==> src/hdl/mfap_ram.sv <==
// Generic single-write, single-read RAM with registered read data.
// No dependencies.
module mfap_ram #(
   parameter int WIDTH = 8,
   parameter int DEPTH = 64
) (
   input  logic                     clock,
   input  logic                     we,
   input  logic [$clog2(DEPTH)-1:0] waddr,
   input  logic [WIDTH-1:0]         wdata,
   input  logic [$clog2(DEPTH)-1:0] raddr,
   output logic [WIDTH-1:0]         rdata
);
   logic [WIDTH-1:0] mem [DEPTH];

   always_ff @(posedge clock) begin
      if (we) begin
         mem[waddr] <= wdata;
      end
      rdata <= mem[raddr];
   end
endmodule

==> config.mk <==
export PLATFORM = sky130hd
export DESIGN_NAME = mfap_ram
export DESIGN_NICKNAME = d
export VERILOG_FILES = /design/src/hdl/mfap_ram.sv
export SDC_FILE = /design/constraint.sdc
export NUM_CORES = 1
export LEC_CHECK = 0
export BUFFER_PORTS_ARGS = -buffer_cell sky130_fd_sc_hd__buf_2
export CAP_MARGIN = 20
export CORE_ASPECT_RATIO = 2
export CORE_MARGIN = 4
export CORE_UTILIZATION = 40
export CTS_CLUSTER_DIAMETER = 30
export CTS_CLUSTER_SIZE = 25
export DETAILED_ROUTE_END_ITERATION = 10
export GPL_ROUTABILITY_DRIVEN = 0
export SKIP_LAST_GASP = 1
export SYNTH_ARGS = -nofsm -noshare
export SYNTH_HDL_FRONTEND = slang
export SYNTH_SLANG_ARGS = --single-unit
==> constraint.sdc <==
create_clock -name clock -period 2 [get_ports clock]
set_clock_uncertainty 0.2 [all_clocks]
set_input_delay 0.3 -clock clock [delete_from_list [all_inputs] [get_ports clock]]
set_output_delay 0.3 -clock clock [all_outputs]
set_load 0.01 [all_outputs]
==> run summary <==
status: finished, violations left
failing checks: negative setup slack
end of the worst hold path: mem[23][0]
DP Worst Slack: -0.579 ns
RR Startpoint: mem[12][1]
RSZ-0062 raised after global routing: true
GR Overflow Total: 0
via count: 9975
hold slack final: 0.0151 ns
CTS Buffer Depth: 3
Clock Latency Late Sink: 0.58 ns
die extent in y: 326 um
Post-DP HPWL: 33800 um
largest net degree at the start of global routing: 65
final worst slack: -0.0591 ns
Max Freq: 486 MHz
FILL cells: 4100
P&R area growth vs syn: 19.4%
Lkg Pwr: 0.00785 uW
synthesized instance count: 940
pwr/cell area: 935 nW/um^2
mapped cell area: 20200 sq um
post-synthesis net count: 962
Initial Util: 0.404
critical path class: flip-flop to flip-flop
global-route wire length before repair: 73000 um
Final period util: 1.03
Setup crit end kind: flip-flop
Inst Count DP: 1748
initial antenna violation count: 6
Post-CTS Repair Setup Buffers: 0
Slew Viols, Final: 0
worst hold path depth: 2
Top Ports: 30
post-synthesis register bit count: 520
Synth cell types: 40
crit-path leading delay family: multiplexers
Setup TNS: -0.0737 ns
Hold Crit Start: wdata[0]
Layout Nets: 1168
Reg area: 15500 sq um
Clock Tree Root: clkbuf_16
slowest CP cell: mux4_2
TritonCTS clock tree: done
# port buffers: 29
Syn. warnings: 0
reg-to-reg endpoint: rdata[1]
area of the multi-input gates: 4480 sq um
cell mode on critical path: mux4_2
Critical Path, Cell by Cell: mux4_2, mux4_2, nor2_4, nor3_2, o2bb2ai_1
Die Width: 167 um
setup violators final: 2
1st-pass router iterations: 5
max cap viols: 0
Worst slew margin: 0.472
Final Hold Viols: 0
fin cells: 1831
post-synthesis sequential area ratio: 0.770
H-Tree Depth: 2
clock slew at reported path FFs: 0.08 ns
CP max stage delay: 0.56 ns
Num CTS Buffers: 44
# clock sinks: 520
Core Rows: 116
Worst R2R Path Depth: 5
Core Footprint: 49900 sq um
CP arrival: 2.32 ns
WP buf/inv: 0
WP data required: 2.26 ns
vias per cell: 5.45
min-delay worst type: input port to flip-flop
Worst-Margin Slew: 0.791 ns
most frequent cells in the layout: edfxtp_1, buf_4, mux4_2, nor2_1, clkbuf_16
layout cells sized above 1: 0.378
maximum fanout along the worst path: 1
Post-Route WL: 49500 um
Min Clock Period, post-route: 2.06 ns
gr usage total: 0.184
via count of the first global-routing pass: 10700
Avg WL per Cell: 27.0 um
syn_area_per_cell: 21.5 sq um
VDD IR-drop max: 552 uV
# DRC: 0
DRT iter0 DRCs: 907
CP startpoint kind: flip-flop
Routed Antenna Nets: 0
reg2reg setup slack: -0.06 ns
commonest non-fill, non-tap cell in the layout: edfxtp_1
die area: 54300 sq um
## cell families (layout without fill, tap and decap cells)
group,Yosys count,in the layout,share of synthesized area
other cells,0,1,0
compound gates,54,54,0.0207
flops,520,520,0.770
simple gates,153,153,0.0339
buf+inv,51,292,0.0157
mux,162,162,0.159
## final cells by class
type                            count  area share
Antenna cell                        1    0.000104
Clock buffer                       45      0.0459
Clock inverter                     36      0.0184
Multi-Input combinational cell    369       0.186
Sequential cell                   520       0.645
Tap cell                          649      0.0337
Timing Repair Buffer              211      0.0712
## power by group
part	total, uW	internal (uW)	leakage (uW)	switching, uW
Sequential	12100	12000	0.00467	34.7
Clock	9060	4800	0.000751	4260
Combinational	1380	596	0.00243	787
## registers in the layout, summed over array words and instances (netlist names)
register  flops
rdata         8
mem         512
## per-stage QoR
stage	total power [uW]	utilization	cell area [sq um]
final	22500	0.482	24100
after global placement	13700	0.448	22400
after global routing	23200	0.482	24100
after CTS	22700	0.482	24000
after floorplan	13000	-	20200
after detailed placement	13700	0.448	22400
## synth_stat cells, drive strengths merged
cell type | count | area (sq um)
mux4 | 126 | 2840
nor2b | 14 | 87.6
o221ai | 8 | 70.1
mux2i | 23 | 230
nor3 | 7 | 35.0
a211oi | 4 | 30.0
nand3 | 13 | 65.1
nand4 | 2 | 12.5
nor4 | 2 | 12.5
a22oi | 3 | 22.5
o41ai | 2 | 17.5
mux2 | 13 | 146
nand2b | 7 | 43.8
o221a | 2 | 22.5
nor2 | 83 | 312
edfxtp | 512 | 15400
clkbuf | 17 | 63.8
nand4b | 1 | 8.76
dfxtp | 8 | 160
and2 | 1 | 6.26
buf | 34 | 253
o22ai | 8 | 50.1
o2bb2ai | 3 | 26.3
a221oi | 6 | 52.6
o21a | 2 | 15.0
a2111oi | 2 | 17.5
o311ai | 1 | 8.76
or3 | 1 | 6.26
o2111ai | 3 | 26.3
nand3b | 3 | 22.5
nand2 | 19 | 71.3
o21ai | 4 | 20.0
a31oi | 1 | 6.26
a21oi | 3 | 15.0
o32ai | 2 | 17.5
## worst max path at each step
| stage | cells after the start | from | end | slack [ns] |
|---|---|---|---|---|
| 6_report | 5 | mem[12][1] | rdata[1] | -0.06 |
| 5_1_grt | 5 | mem[12][1] | rdata[1] | -0.09 |
| 4_1_cts | 5 | mem[12][1] | rdata[1] | -0.07 |
| 3_5_place_dp | 6 | raddr[0] | rdata[3] | -0.58 |
| 3_3_place_gp | 7 | raddr[0] | rdata[5] | -0.58 |
| 2_1_floorplan | 7 | raddr[0] | rdata[7] | -0.05 |
## what timing repair did
item	in CTS	in global routing
pin swaps	5	2
hold buffers	1	0
hold endpoints to repair	5	0
endpoints found under the setup margin	8	8
gates resized for setup	20	10
## metal layers
metal | vias to the layer above | share of wire | global-route usage
met5 | - | 0.00063 | 0
met4 | 4 | 0.049 | 0.0812
met3 | 102 | 0.040 | 0.0220
met2 | 293 | 0.58 | 0.357
met1 | 5245 | 0.33 | 0.196
li1 | 4331 | - | -
(Power assumes the default switching activity.)
